`src/design/assert_macros.svh`:
```
// assertion helpers, clocked on clk and disabled while rst_n is low
`ifndef ASSERT_MACROS_SVH
`define ASSERT_MACROS_SVH

// same-cycle implication
`define AFDS_ASSERT_IMP(label, ante, cons) \
    label: assert property (@(posedge clk) disable iff (!rst_n) (ante) |-> (cons)) \
        else $error("afds assertion failed");

// next-cycle implication
`define AFDS_ASSERT_NXT(label, ante, cons) \
    label: assert property (@(posedge clk) disable iff (!rst_n) (ante) |=> (cons)) \
        else $error("afds assertion failed");

`endif

```
`src/design/afds_pkg.sv`:
```
package afds_pkg;

    localparam int FIELD_W    = 16;
    localparam int GAIN_W     = 16;
    localparam int AVG_W      = 32;
    localparam int PADDR_W    = 4;
    localparam int PDATA_W    = 32;
    localparam int MUL_CNT_W  = 4;
    localparam int DIV_DW     = 20;
    localparam int DIV_VW     = 10;
    localparam int DIV_STEP_W = 5;

    localparam logic [FIELD_W-1:0] MIN_DELAY_RST      = 16'd0;
    localparam logic [FIELD_W-1:0] GAIN_NORMAL_RST    = 16'd3277;
    localparam logic [FIELD_W-1:0] GAIN_EASY_DROP_RST = 16'd66;
    localparam logic [FIELD_W-1:0] GAIN_HIGH_RISE_RST = 16'd26214;
    localparam logic [FIELD_W-1:0] FIELD_MAX          = 16'hFFFF;

    localparam logic [MUL_CNT_W-1:0] MUL_LAST = 4'd15;

    // rounding divisor base and the two divider passes
    localparam logic [DIV_VW-1:0]     ROUND_BASE      = 10'd1000;
    localparam logic [DIV_DW-1:0]     ROUND_BASE_WIDE = 20'd1000;
    // 1000 placed in the top bits so a short pass leaves 1000 mod n
    localparam logic [DIV_DW-1:0]     ROUND_DIV_A     = 20'd1024000;
    localparam logic [DIV_STEP_W-1:0] STEPS_MOD       = 5'd10;
    localparam logic [DIV_STEP_W-1:0] STEPS_DIV       = 5'd20;

    typedef enum logic [1:0] {
        REG_MIN_DELAY,
        REG_GAIN_NORMAL,
        REG_GAIN_EASY_DROP,
        REG_GAIN_HIGH_RISE
    } reg_idx_t;

    typedef struct packed {
        logic                  start;
        logic [DIV_DW-1:0]     dividend;
        logic [DIV_VW-1:0]     divisor;
        logic [DIV_STEP_W-1:0] steps;
    } div_req_t;

    typedef struct packed {
        logic              done;
        logic [DIV_DW-1:0] quotient;
        logic [DIV_VW-1:0] remainder;
    } div_res_t;

endpackage

```
`src/design/afds_frame_if.sv`:
```
interface afds_frame_if;
    logic                           valid;
    logic                           ready;
    logic [afds_pkg::FIELD_W-1:0]   frame_time;

    modport source (output valid, output frame_time, input ready);
    modport sink (input valid, input frame_time, output ready);
endinterface

```
`src/design/afds_result_if.sv`:
```
interface afds_result_if;
    logic                           valid;
    logic                           ready;
    logic [afds_pkg::FIELD_W-1:0]   wait_time;
    logic [afds_pkg::FIELD_W-1:0]   average_whole;

    modport source (output valid, output wait_time, output average_whole, input ready);
    modport sink (input valid, input wait_time, input average_whole, output ready);
endinterface

```
`src/design/afds_div.sv`:
```
// restoring divider, one quotient bit per cycle
module afds_div (
    input  logic                clk,
    input  logic                rst_n,
    input  afds_pkg::div_req_t  req,
    output afds_pkg::div_res_t  res
);

    localparam int DW = afds_pkg::DIV_DW;
    localparam int VW = afds_pkg::DIV_VW;
    localparam int TW = afds_pkg::DIV_STEP_W;

    logic          busy_reg, busy_next;
    logic          done_reg, done_next;
    logic [TW-1:0] cnt_reg, cnt_next;
    logic [VW-1:0] rem_reg, rem_next;
    logic [DW-1:0] quo_reg, quo_next;
    logic [VW-1:0] dvs_reg, dvs_next;

    logic [VW:0]   shifted;
    logic [VW:0]   trial;

    assign shifted = {rem_reg, quo_reg[DW-1]};
    assign trial   = shifted - {1'b0, dvs_reg};

    always_comb
    begin
        busy_next = busy_reg;
        done_next = 1'b0;
        cnt_next  = cnt_reg;
        rem_next  = rem_reg;
        quo_next  = quo_reg;
        dvs_next  = dvs_reg;
        if (req.start)
        begin
            busy_next = 1'b1;
            cnt_next  = req.steps;
            rem_next  = '0;
            quo_next  = req.dividend;
            dvs_next  = req.divisor;
        end
        else if (busy_reg)
        begin
            // keep the trial difference when it does not go negative
            if (!trial[VW])
            begin
                rem_next = trial[VW-1:0];
                quo_next = {quo_reg[DW-2:0], 1'b1};
            end
            else
            begin
                rem_next = shifted[VW-1:0];
                quo_next = {quo_reg[DW-2:0], 1'b0};
            end
            cnt_next = cnt_reg - TW'(1);
            if (cnt_reg == TW'(1))
            begin
                busy_next = 1'b0;
                done_next = 1'b1;
            end
        end
    end

    always_ff @(posedge clk or negedge rst_n)
    begin
        if (!rst_n)
        begin
            busy_reg <= 1'b0;
            done_reg <= 1'b0;
            cnt_reg  <= '0;
            rem_reg  <= '0;
            quo_reg  <= '0;
            dvs_reg  <= '0;
        end
        else
        begin
            busy_reg <= busy_next;
            done_reg <= done_next;
            cnt_reg  <= cnt_next;
            rem_reg  <= rem_next;
            quo_reg  <= quo_next;
            dvs_reg  <= dvs_next;
        end
    end

    assign res.done      = done_reg;
    assign res.quotient  = quo_reg;
    assign res.remainder = rem_reg;

endmodule

```
`src/design/adaptive_frame_delay_smoother_unit.sv`:
```
// channel   dir   handshake      payload
// frame     in    valid/ready    frame_time [15:0]
// result    out   valid/ready    wait_time [15:0], average_whole [15:0]
// apb       in    psel/penable   paddr [3:0], pwdata [31:0], prdata [31:0]
//
// a request runs through prep, class, the gain multiply, update and check, then
// the two divider passes only when the new whole part lies in 1..1000, then fin
// the 16-step shift-add gain multiply and the two passes of the shared serial
// divider (10 and 20 steps) take the bulk of a request's time
// frame.ready is high only while the sequencer is idle
// a finished result waits in the output register; a stalled result holds the
// sequencer at its last step until the output register frees up
// rst_n clears the average and result.valid and returns the gains to their defaults
module adaptive_frame_delay_smoother_unit #(
    parameter int FRACTION_BITS = 16
) (
    input  logic                              clk,
    input  logic                              rst_n,
    afds_frame_if.sink                        frame,
    afds_result_if.source                     result,
    input  logic                              psel,
    input  logic                              penable,
    input  logic                              pwrite,
    input  logic [afds_pkg::PADDR_W-1:0]      paddr,
    input  logic [afds_pkg::PDATA_W-1:0]      pwdata,
    output logic [afds_pkg::PDATA_W-1:0]      prdata,
    output logic                              pready
);

    `include "assert_macros.svh"

    localparam int FW  = afds_pkg::FIELD_W;
    localparam int GW  = afds_pkg::GAIN_W;
    localparam int AW  = afds_pkg::AVG_W;
    localparam int PDW = afds_pkg::PDATA_W;
    localparam int CNW = afds_pkg::MUL_CNT_W;
    localparam int QW  = afds_pkg::DIV_DW;
    localparam int VW  = afds_pkg::DIV_VW;
    // sample in fixed point, then the widest of sample and average
    localparam int SW  = FW + FRACTION_BITS;
    localparam int DW  = (SW > AW) ? SW : AW;
    // gain product
    localparam int PW  = DW + GW;
    // room for 10*sample and 11*average
    localparam int CW  = (SW > AW) ? SW + 4 : AW + 4;

    // 15.0 in the average's format
    localparam logic [AW-1:0] AVG_FLOOR = {{(AW-4){1'b0}}, 4'd15} << FRACTION_BITS;

    typedef enum logic [3:0] {
        ST_IDLE,
        ST_PREP,
        ST_CLASS,
        ST_MUL,
        ST_UPD,
        ST_CHK,
        ST_DIVA,
        ST_DIVB,
        ST_FIN
    } state_t;

    // configuration registers
    logic [FW-1:0] min_delay_reg;
    logic [FW-1:0] gain_normal_reg;
    logic [FW-1:0] gain_easy_drop_reg;
    logic [FW-1:0] gain_high_rise_reg;

    state_t         state_reg, state_next;
    logic [SW-1:0]  samp_reg, samp_next;
    logic [AW-1:0]  avg_reg, avg_next;
    logic [CW-1:0]  s10_reg, s10_next;
    logic [CW-1:0]  a11_reg, a11_next;
    logic [CW-1:0]  s4_reg, s4_next;
    logic [CW-1:0]  a3_reg, a3_next;
    logic [GW-1:0]  gain_reg, gain_next;
    logic           up_reg, up_next;
    logic [PW-1:0]  mcand_reg, mcand_next;
    logic [PW-1:0]  acc_reg, acc_next;
    logic [CNW-1:0] cnt_reg, cnt_next;
    logic [VW-1:0]  n10_reg, n10_next;
    logic [FW-1:0]  rounded_reg, rounded_next;
    logic           out_valid_reg, out_valid_next;
    logic [FW-1:0]  wait_reg, wait_next;
    logic [FW-1:0]  whole_reg, whole_next;

    logic [DW-1:0]  s_ext;
    logic [DW-1:0]  a_ext;
    logic           s_ge_a;
    logic           high_rise;
    logic           easy_drop;
    logic [GW-1:0]  gain_pick;
    logic [DW-1:0]  diff;
    logic [DW-1:0]  mag;
    logic [DW:0]    sum_up;
    logic [DW-1:0]  dif_dn;
    logic [AW-1:0]  avg_new;
    logic [AW-1:0]  n_whole;
    logic           n_zero;
    logic           n_big;
    logic [FW-1:0]  whole_sat;
    logic           cfg_wr;
    logic           out_free;

    afds_pkg::div_req_t div_req;
    afds_pkg::div_res_t div_res;

    // ---------------- configuration port ----------------
    assign cfg_wr = psel & penable & pwrite;
    assign pready = 1'b1;

    always_ff @(posedge clk or negedge rst_n)
    begin
        if (!rst_n)
        begin
            min_delay_reg      <= afds_pkg::MIN_DELAY_RST;
            gain_normal_reg    <= afds_pkg::GAIN_NORMAL_RST;
            gain_easy_drop_reg <= afds_pkg::GAIN_EASY_DROP_RST;
            gain_high_rise_reg <= afds_pkg::GAIN_HIGH_RISE_RST;
        end
        else if (cfg_wr)
        begin
            unique case (afds_pkg::reg_idx_t'(paddr[3:2]))
                afds_pkg::REG_MIN_DELAY:      min_delay_reg      <= pwdata[FW-1:0];
                afds_pkg::REG_GAIN_NORMAL:    gain_normal_reg    <= pwdata[FW-1:0];
                afds_pkg::REG_GAIN_EASY_DROP: gain_easy_drop_reg <= pwdata[FW-1:0];
                afds_pkg::REG_GAIN_HIGH_RISE: gain_high_rise_reg <= pwdata[FW-1:0];
                default:                      ;
            endcase
        end
    end

    always_comb
    begin
        unique case (afds_pkg::reg_idx_t'(paddr[3:2]))
            afds_pkg::REG_MIN_DELAY:      prdata = PDW'(min_delay_reg);
            afds_pkg::REG_GAIN_NORMAL:    prdata = PDW'(gain_normal_reg);
            afds_pkg::REG_GAIN_EASY_DROP: prdata = PDW'(gain_easy_drop_reg);
            afds_pkg::REG_GAIN_HIGH_RISE: prdata = PDW'(gain_high_rise_reg);
            default:                      prdata = '0;
        endcase
    end

    // ---------------- datapath ----------------
    assign s_ext  = DW'(samp_reg);
    assign a_ext  = DW'(avg_reg);
    assign s_ge_a = s_ext >= a_ext;

    // sample above 1.1x average with average above 15
    assign high_rise = (s10_reg > a11_reg) && (avg_reg > AVG_FLOOR);
    // sample between 0.75x and 1.0x average
    assign easy_drop = !s_ge_a && (s4_reg > a3_reg);

    always_comb
    begin
        priority if (high_rise)
            gain_pick = gain_high_rise_reg;
        else if (easy_drop)
            gain_pick = gain_easy_drop_reg;
        else
            gain_pick = gain_normal_reg;
    end

    assign diff = s_ge_a ? (s_ext - a_ext) : (a_ext - s_ext);

    // step magnitude after the q0.16 gain
    assign mag    = acc_reg[PW-1:GW];
    assign sum_up = (DW+1)'(a_ext) + (DW+1)'(mag);
    assign dif_dn = a_ext - mag;

    always_comb
    begin
        if (up_reg)
            avg_new = (sum_up[DW:AW] != '0) ? '1 : sum_up[AW-1:0];
        else
            avg_new = (mag > a_ext) ? '0 : dif_dn[AW-1:0];
    end

    // integer part of the current average
    assign n_whole   = AW'(avg_reg[AW-1:FRACTION_BITS]);
    assign n_zero    = (n_whole == '0);
    assign n_big     = (n_whole > AW'(afds_pkg::ROUND_BASE));
    assign whole_sat = (n_whole > AW'(afds_pkg::FIELD_MAX)) ? afds_pkg::FIELD_MAX
                                                            : n_whole[FW-1:0];

    // shared divider: first 1000 mod n, then n*1000 / (1000 - rem)
    always_comb
    begin
        if (state_reg == ST_DIVA)
        begin
            div_req.start    = div_res.done;
            div_req.dividend = QW'(n10_reg) * afds_pkg::ROUND_BASE_WIDE;
            div_req.divisor  = afds_pkg::ROUND_BASE - div_res.remainder;
            div_req.steps    = afds_pkg::STEPS_DIV;
        end
        else
        begin
            div_req.start    = (state_reg == ST_CHK) && !n_zero && !n_big;
            div_req.dividend = afds_pkg::ROUND_DIV_A;
            div_req.divisor  = n_whole[VW-1:0];
            div_req.steps    = afds_pkg::STEPS_MOD;
        end
    end

    afds_div u_div (
        .clk   (clk),
        .rst_n (rst_n),
        .req   (div_req),
        .res   (div_res)
    );

    assign out_free = !out_valid_reg || result.ready;

    // ---------------- sequencer ----------------
    always_comb
    begin
        state_next   = state_reg;
        samp_next    = samp_reg;
        avg_next     = avg_reg;
        s10_next     = s10_reg;
        a11_next     = a11_reg;
        s4_next      = s4_reg;
        a3_next      = a3_reg;
        gain_next    = gain_reg;
        up_next      = up_reg;
        mcand_next   = mcand_reg;
        acc_next     = acc_reg;
        cnt_next     = cnt_reg;
        n10_next     = n10_reg;
        rounded_next = rounded_reg;
        wait_next    = wait_reg;
        whole_next   = whole_reg;

        out_valid_next = out_valid_reg && !result.ready;

        unique case (state_reg)
            ST_IDLE:
            begin
                if (frame.valid)
                begin
                    samp_next  = SW'(frame.frame_time) << FRACTION_BITS;
                    state_next = ST_PREP;
                end
            end
            ST_PREP:
            begin
                s10_next   = CW'(samp_reg) * CW'(10);
                a11_next   = CW'(avg_reg) * CW'(11);
                s4_next    = CW'(samp_reg) << 2;
                a3_next    = CW'(avg_reg) * CW'(3);
                state_next = ST_CLASS;
            end
            ST_CLASS:
            begin
                gain_next  = gain_pick;
                up_next    = s_ge_a;
                mcand_next = PW'(diff);
                // rounding bias so the downward step floors toward minus infinity
                acc_next   = s_ge_a ? '0 : PW'({GW{1'b1}});
                cnt_next   = '0;
                state_next = ST_MUL;
            end
            ST_MUL:
            begin
                if (gain_reg[0])
                    acc_next = acc_reg + mcand_reg;
                mcand_next = mcand_reg << 1;
                gain_next  = gain_reg >> 1;
                cnt_next   = cnt_reg + CNW'(1);
                if (cnt_reg == afds_pkg::MUL_LAST)
                    state_next = ST_UPD;
            end
            ST_UPD:
            begin
                avg_next   = avg_new;
                state_next = ST_CHK;
            end
            ST_CHK:
            begin
                n10_next = n_whole[VW-1:0];
                priority if (n_zero)
                begin
                    rounded_next = '0;
                    state_next   = ST_FIN;
                end
                else if (n_big)
                begin
                    rounded_next = afds_pkg::FIELD_MAX;
                    state_next   = ST_FIN;
                end
                else
                    state_next = ST_DIVA;
            end
            ST_DIVA:
            begin
                if (div_res.done)
                    state_next = ST_DIVB;
            end
            ST_DIVB:
            begin
                if (div_res.done)
                begin
                    rounded_next = div_res.quotient[FW-1:0];
                    state_next   = ST_FIN;
                end
            end
            ST_FIN:
            begin
                if (out_free)
                begin
                    wait_next      = (rounded_reg > min_delay_reg) ?
                                     (rounded_reg - min_delay_reg) : '0;
                    whole_next     = whole_sat;
                    out_valid_next = 1'b1;
                    state_next     = ST_IDLE;
                end
            end
            default:
            begin
                state_next = ST_IDLE;
            end
        endcase
    end

    always_ff @(posedge clk or negedge rst_n)
    begin
        if (!rst_n)
        begin
            state_reg     <= ST_IDLE;
            samp_reg      <= '0;
            avg_reg       <= '0;
            s10_reg       <= '0;
            a11_reg       <= '0;
            s4_reg        <= '0;
            a3_reg        <= '0;
            gain_reg      <= '0;
            up_reg        <= 1'b0;
            mcand_reg     <= '0;
            acc_reg       <= '0;
            cnt_reg       <= '0;
            n10_reg       <= '0;
            rounded_reg   <= '0;
            out_valid_reg <= 1'b0;
            wait_reg      <= '0;
            whole_reg     <= '0;
        end
        else
        begin
            state_reg     <= state_next;
            samp_reg      <= samp_next;
            avg_reg       <= avg_next;
            s10_reg       <= s10_next;
            a11_reg       <= a11_next;
            s4_reg        <= s4_next;
            a3_reg        <= a3_next;
            gain_reg      <= gain_next;
            up_reg        <= up_next;
            mcand_reg     <= mcand_next;
            acc_reg       <= acc_next;
            cnt_reg       <= cnt_next;
            n10_reg       <= n10_next;
            rounded_reg   <= rounded_next;
            out_valid_reg <= out_valid_next;
            wait_reg      <= wait_next;
            whole_reg     <= whole_next;
        end
    end

    assign frame.ready          = (state_reg == ST_IDLE);
    assign result.valid         = out_valid_reg;
    assign result.wait_time     = wait_reg;
    assign result.average_whole = whole_reg;

    // ---------------- checks ----------------
    // an accepted request takes the sequencer out of idle
    `AFDS_ASSERT_NXT(a_busy_after_accept, frame.valid && frame.ready, !frame.ready)
    // divider results only arrive while the sequencer waits for them
    `AFDS_ASSERT_IMP(a_div_done_wait, div_res.done, state_reg == ST_DIVA || state_reg == ST_DIVB)
    // a new result is only loaded from the final step
    `AFDS_ASSERT_IMP(a_result_from_fin, $rose(out_valid_reg), $past(state_reg) == ST_FIN)

endmodule
```
`src/flat_wrapper.sv`:
```
// flat-port wrapper written by rule: the top's interface ports become plain ports
module adaptive_frame_delay_smoother_unit_flat 
#(
    parameter int FRACTION_BITS = 16
)
  (clk, rst_n, psel, penable, pwrite, paddr, pwdata, prdata, pready, frame_valid, frame_frame_time, frame_ready, result_valid, result_wait_time, result_average_whole, result_ready);
  afds_frame_if frame_i ();
  afds_result_if result_i ();
  input  logic clk;
  input  logic rst_n;
  input  logic psel;
  input  logic penable;
  input  logic pwrite;
  input  logic [afds_pkg::PADDR_W-1:0] paddr;
  input  logic [afds_pkg::PDATA_W-1:0] pwdata;
  output logic [afds_pkg::PDATA_W-1:0] prdata;
  output logic pready;
  input wire logic [$bits(frame_i.valid)-1:0] frame_valid;
  input wire logic [$bits(frame_i.frame_time)-1:0] frame_frame_time;
  output wire logic [$bits(frame_i.ready)-1:0] frame_ready;
  output wire logic [$bits(result_i.valid)-1:0] result_valid;
  output wire logic [$bits(result_i.wait_time)-1:0] result_wait_time;
  output wire logic [$bits(result_i.average_whole)-1:0] result_average_whole;
  input wire logic [$bits(result_i.ready)-1:0] result_ready;
  assign frame_i.valid = frame_valid;
  assign frame_i.frame_time = frame_frame_time;
  assign frame_ready = frame_i.ready;
  assign result_valid = result_i.valid;
  assign result_wait_time = result_i.wait_time;
  assign result_average_whole = result_i.average_whole;
  assign result_i.ready = result_ready;
  adaptive_frame_delay_smoother_unit #(.FRACTION_BITS(FRACTION_BITS)) u_core (.clk(clk), .rst_n(rst_n), .frame(frame_i), .result(result_i), .psel(psel), .penable(penable), .pwrite(pwrite), .paddr(paddr), .pwdata(pwdata), .prdata(prdata), .pready(pready));
endmodule
```
`config.mk`:
```
export PLATFORM = sky130hd
export DESIGN_NAME = adaptive_frame_delay_smoother_unit_flat
export DESIGN_NICKNAME = d
export VERILOG_FILES = /design/src/design/afds_pkg.sv /design/src/design/afds_frame_if.sv /design/src/design/afds_result_if.sv /design/src/design/afds_div.sv /design/src/design/adaptive_frame_delay_smoother_unit.sv /design/src/flat_wrapper.sv
export VERILOG_INCLUDE_DIRS = /design/src /design/src/design
export SDC_FILE = /design/constraint.sdc
export NUM_CORES = 2
export LEC_CHECK = 0
export BUFFER_PORTS_ARGS = -buffer_cell sky130_fd_sc_hd__clkbuf_2
export CAP_MARGIN = 20
export CORE_UTILIZATION = 40
export DETAILED_ROUTE_END_ITERATION = 12
export PLACE_DENSITY = 0.54
export SLEW_MARGIN = 20
export SYNTH_ARGS = -nofsm -noshare
export SYNTH_HDL_FRONTEND = slang
export SYNTH_SLANG_ARGS = --single-unit
```
`constraint.sdc`:
```
create_clock -name clk -period 11.4 [get_ports clk]
set_input_delay 0.57 -clock clk [delete_from_list [all_inputs] [get_ports clk]]
set_output_delay 0.57 -clock clk [all_outputs]
set_load 0.02 [all_outputs]
```
==> results list <==
- The flow ran to the end, but the final reports show violations.
- Violated checks: design-rule violations
- Worst R2R Start: u_core.a_ext[17]
* Post-Route Setup TNS: 0 ps
* Critical path depth: 13
* Most frequently used flop master after synthesis: sky130_fd_sc_hd__dfrtp_1
* Vias: 29800
* Total Wirelength: 108000 µm
- The worst setup path is captured at a flip-flop.
- Total of flip-flops plus latches after synthesis: 439
- Summed over all layers, the global routing overflow is 0.
- Worst Setup Path Type: reg -> reg
* Detailed Route Iter0 Violations: 2319
- Clock transition at the registers of the reported paths: 60 ps
- Number of global-route vias before repair: 28600
- In this run the horizontal extent of the chip is 301 µm.
* Slowest Stage Delay on Critical Path: 910 ps
- Maximum clock frequency: 200 MHz
- Share of synthesized registers carrying an async set or reset: 100%
- STA classifies the critical path startpoint as a flip-flop.
- The critical path starts at u_core.a_ext[17].
- Clock buffer depth: 3
- Worst max-slew margin expressed relative to the limit: 12.6%
- Cell type with the highest aggregate area in the netlist: sky130_fd_sc_hd__dfrtp_1
- Clock period minus final worst setup slack: 4990 ps
- Setup violations remaining at the end of the flow were counted as 0.
- In the final layout, the share of cells above drive strength 1 is 10.6%.
- The area growth from synthesis to layout is 9.88%.
- Core area: 88600 µm²
- During I/O placement, the number of pins put on the boundary was 126.
- Number of enable-type register cells in the synthesized netlist: 0
* CTS hold repair buffers: 1
* Instance count of the mapped netlist: 4057
* Cell area after layout: 39400 µm²
- The count of final hold-check violations came to 0.
- Initial antenna violation count: 5
* Slowest cell on crit path: sky130_fd_sc_hd__dfrtp_1
- Worst hold path class: in -> reg
- Number of buffers and inverters on the critical path: 2
- Synth top cells by count: sky130_fd_sc_hd__dfrtp_1 (422), sky130_fd_sc_hd__inv_1 (407), sky130_fd_sc_hd__ha_1 (402)
- Max-cap viol count: 0
- After filler insertion, the fill cell instance count of the layout stands at 8804.
- At the end of routability-driven placement, the weighted congestion stood at 0.901.
* Reg2reg path depth: 13
- The die is 301 µm tall.
- Routed wire per std cell: 20.5 µm
* Measured slew at the worst slew-check pin: 1310 ps
- In the routed layout, each cell is associated on average with a via count of 5.63.
* Largest net degree at the start of global routing: 154
- Grouping stages by cell kind, the critical path spends the most delay in compound AO/OA/AOI/OAI gates.
* Number of buffers inserted during clock tree synthesis: 55
- Share of the cycle needed by the critical path after routing: 43.8%
* Number of optimization iterations in the first detailed-route pass: 10
- Global routing usage summed across all routing layers: 23.6%
- Final Skew: 76.1 ps
- Post-cts repair resize count: 0
- By area the synthesized netlist is led by sky130_fd_sc_hd__dfrtp_1 (29%), sky130_fd_sc_hd__ha_1 (14%), sky130_fd_sc_hd__o21ai_0 (4.4%).
* Count of buffers added by post-CTS timing repair for setup: 0
- At the later pin of the worst-skew pair, clock insertion delay measures 670 ps.
- Distinct cell type count after synthesis: 108
- Critical path capture point: u_core.mcand_reg[28]
- Proportion of netlist area held by the largest area contributor: 29.4%
- Capture point of the worst reg-to-reg path: u_core.mcand_reg[28]
* Total clock sinks: 439
* First-pass GRT wire length: 167000 µm
* Area post-placement: 37400 µm²
* Register area share after synthesis: 30.7%
- The signal on the critical path passes through inv_1 > ha_1 > nand3_1 > nor3_1 > o221ai_2 > a21oi_2 > buf_4 > mux2_2 > a221oi_1 > o21ai_1 > xor2_1 > nand2_1 > a31oi_1.
- Setup repair after global routing left no endpoint under its margin.
- Yosys warns: 0
- CTS placed an instance of sky130_fd_sc_hd__clkbuf_16 at the clock tree root.
* Dpl hpwl: 80400 µm
- Total Nets Final: 4601
* Post-route core utilization: 44.5%
- Remaining design rule violation count: 36
* Rows: 109
- The synthesized netlist occupies a cell area of 35900 µm².
- Clock tree from TritonCTS: built
- After synthesis, the mean cell area works out to 8.84 µm².
- Area of the die: 90900 µm²
- Biggest fanout along the worst timing path: 13
- Effective utilization at floorplan: 40.5%
- During placement, the flow inserted port buffers numbering 90.
* Worst path required time: 11960 ps
* Max Transition Viols Final: 0
- Critical path arrival: 5550 ps
- CTS built an H-tree with a depth of 2.
- The setup check on the worst reg-to-reg path leaves a slack of 6410 ps.
- Most numerous cell in the Yosys netlist: sky130_fd_sc_hd__dfrtp_1
- Once detail routing completed, the nets flagged for antenna violations numbered 0.
## placed cells by master, fill, tap and decap left out, types with 26 or more instances in the layout
| cell | n |
|---|---|
| sky130_fd_sc_hd__o22ai_1 | 38 |
| sky130_fd_sc_hd__o21bai_1 | 44 |
| sky130_fd_sc_hd__fa_1 | 66 |
| sky130_fd_sc_hd__mux2_2 | 85 |
| sky130_fd_sc_hd__inv_1 | 407 |
| sky130_fd_sc_hd__nand2b_1 | 42 |
| sky130_fd_sc_hd__a21oi_1 | 292 |
| sky130_fd_sc_hd__o21ai_0 | 318 |
| sky130_fd_sc_hd__a211o_1 | 27 |
| sky130_fd_sc_hd__nor2b_1 | 28 |
| sky130_fd_sc_hd__clkbuf_2 | 89 |
| sky130_fd_sc_hd__buf_4 | 41 |
| sky130_fd_sc_hd__a21o_1 | 116 |
| sky130_fd_sc_hd__or3_1 | 26 |
| sky130_fd_sc_hd__nand4_1 | 31 |
| sky130_fd_sc_hd__xnor2_1 | 113 |
| sky130_fd_sc_hd__nand2_1 | 368 |
| sky130_fd_sc_hd__nor2_1 | 227 |
| sky130_fd_sc_hd__o21a_1 | 34 |
| sky130_fd_sc_hd__mux2i_1 | 51 |
| sky130_fd_sc_hd__dfrtp_1 | 420 |
| sky130_fd_sc_hd__ha_1 | 402 |
| sky130_fd_sc_hd__a211oi_1 | 26 |
| sky130_fd_sc_hd__clkbuf_16 | 55 |
| sky130_fd_sc_hd__nand3_1 | 80 |
| sky130_fd_sc_hd__nor3_1 | 59 |
| sky130_fd_sc_hd__a31oi_1 | 46 |
| sky130_fd_sc_hd__xor2_1 | 61 |
| sky130_fd_sc_hd__o31ai_1 | 37 |
## cells by family (layout without fill, tap and decap cells)
family                     after synthesis  after routing  synth area share (%)
AOI/OAI and AO/OA                     1237           1237                  22.7
and+or+nand+nor                        985            985                  12.8
buffers and inverters                  599            647                  6.66
adders and majority gates              468            468                  17.7
DFF                                    439            439                  30.7
xor gates and xnor gates               174            174                  4.25
muxes                                  153            153                  5.13
other                                    2             18                0.0209
## routing by layer
metal	GRT usage [%]	up-vias	wire length, µm
met5	0	-	13
li1	-	14400	-
met2	36.6	744	47400
met1	34.1	14400	52100
met3	3.25	164	6110
met4	6.53	2	2670
## layout make-up
cell class | instances | area (µm²) | area share, %
well taps | 1165 | 1460 | 3.70
clock buffers | 78 | 1620 | 4.12
inverters | 410 | 1540 | 3.90
clock inverters | 25 | 377 | 0.956
diodes | 1 | 2.50 | 0.00635
multi-input cells | 3034 | 22600 | 57.3
repair buffers | 134 | 813 | 2.06
flip-flops and latches | 439 | 11000 | 27.9
## stage by stage
stage               setup slack, ps  cells  hold WS, ps
finish                         6410   5286          138
global route                   6170   5285          116
CTS                            6440   5283         99.3
detailed placement             6370   5179          461
global placement               6430   5179          455
floorplan                      7130   4072          274
## worst min path at each step
| stage | startpoint | to | slack [ps] | cells past startpoint |
|---|---|---|---|---|
| after floorplan | rst_n | u_core.a11_reg[0] | 270 | 0 |
| after global placement | u_core.a11_reg[1] | u_core.a11_reg[1] | 450 | 2 |
| after detailed placement | u_core.a11_reg[1] | u_core.a11_reg[1] | 460 | 2 |
| after CTS | frame_frame_time[9] | u_core.s_ext[25] | 100 | 2 |
| after global routing | frame_frame_time[5] | u_core.s_ext[21] | 120 | 2 |
| final | frame_frame_time[3] | u_core.s_ext[19] | 140 | 2 |
Power is left out: the tool's default activity adds up to more than one toggle a clock period on the data nets, which glitch-free logic cannot reach.
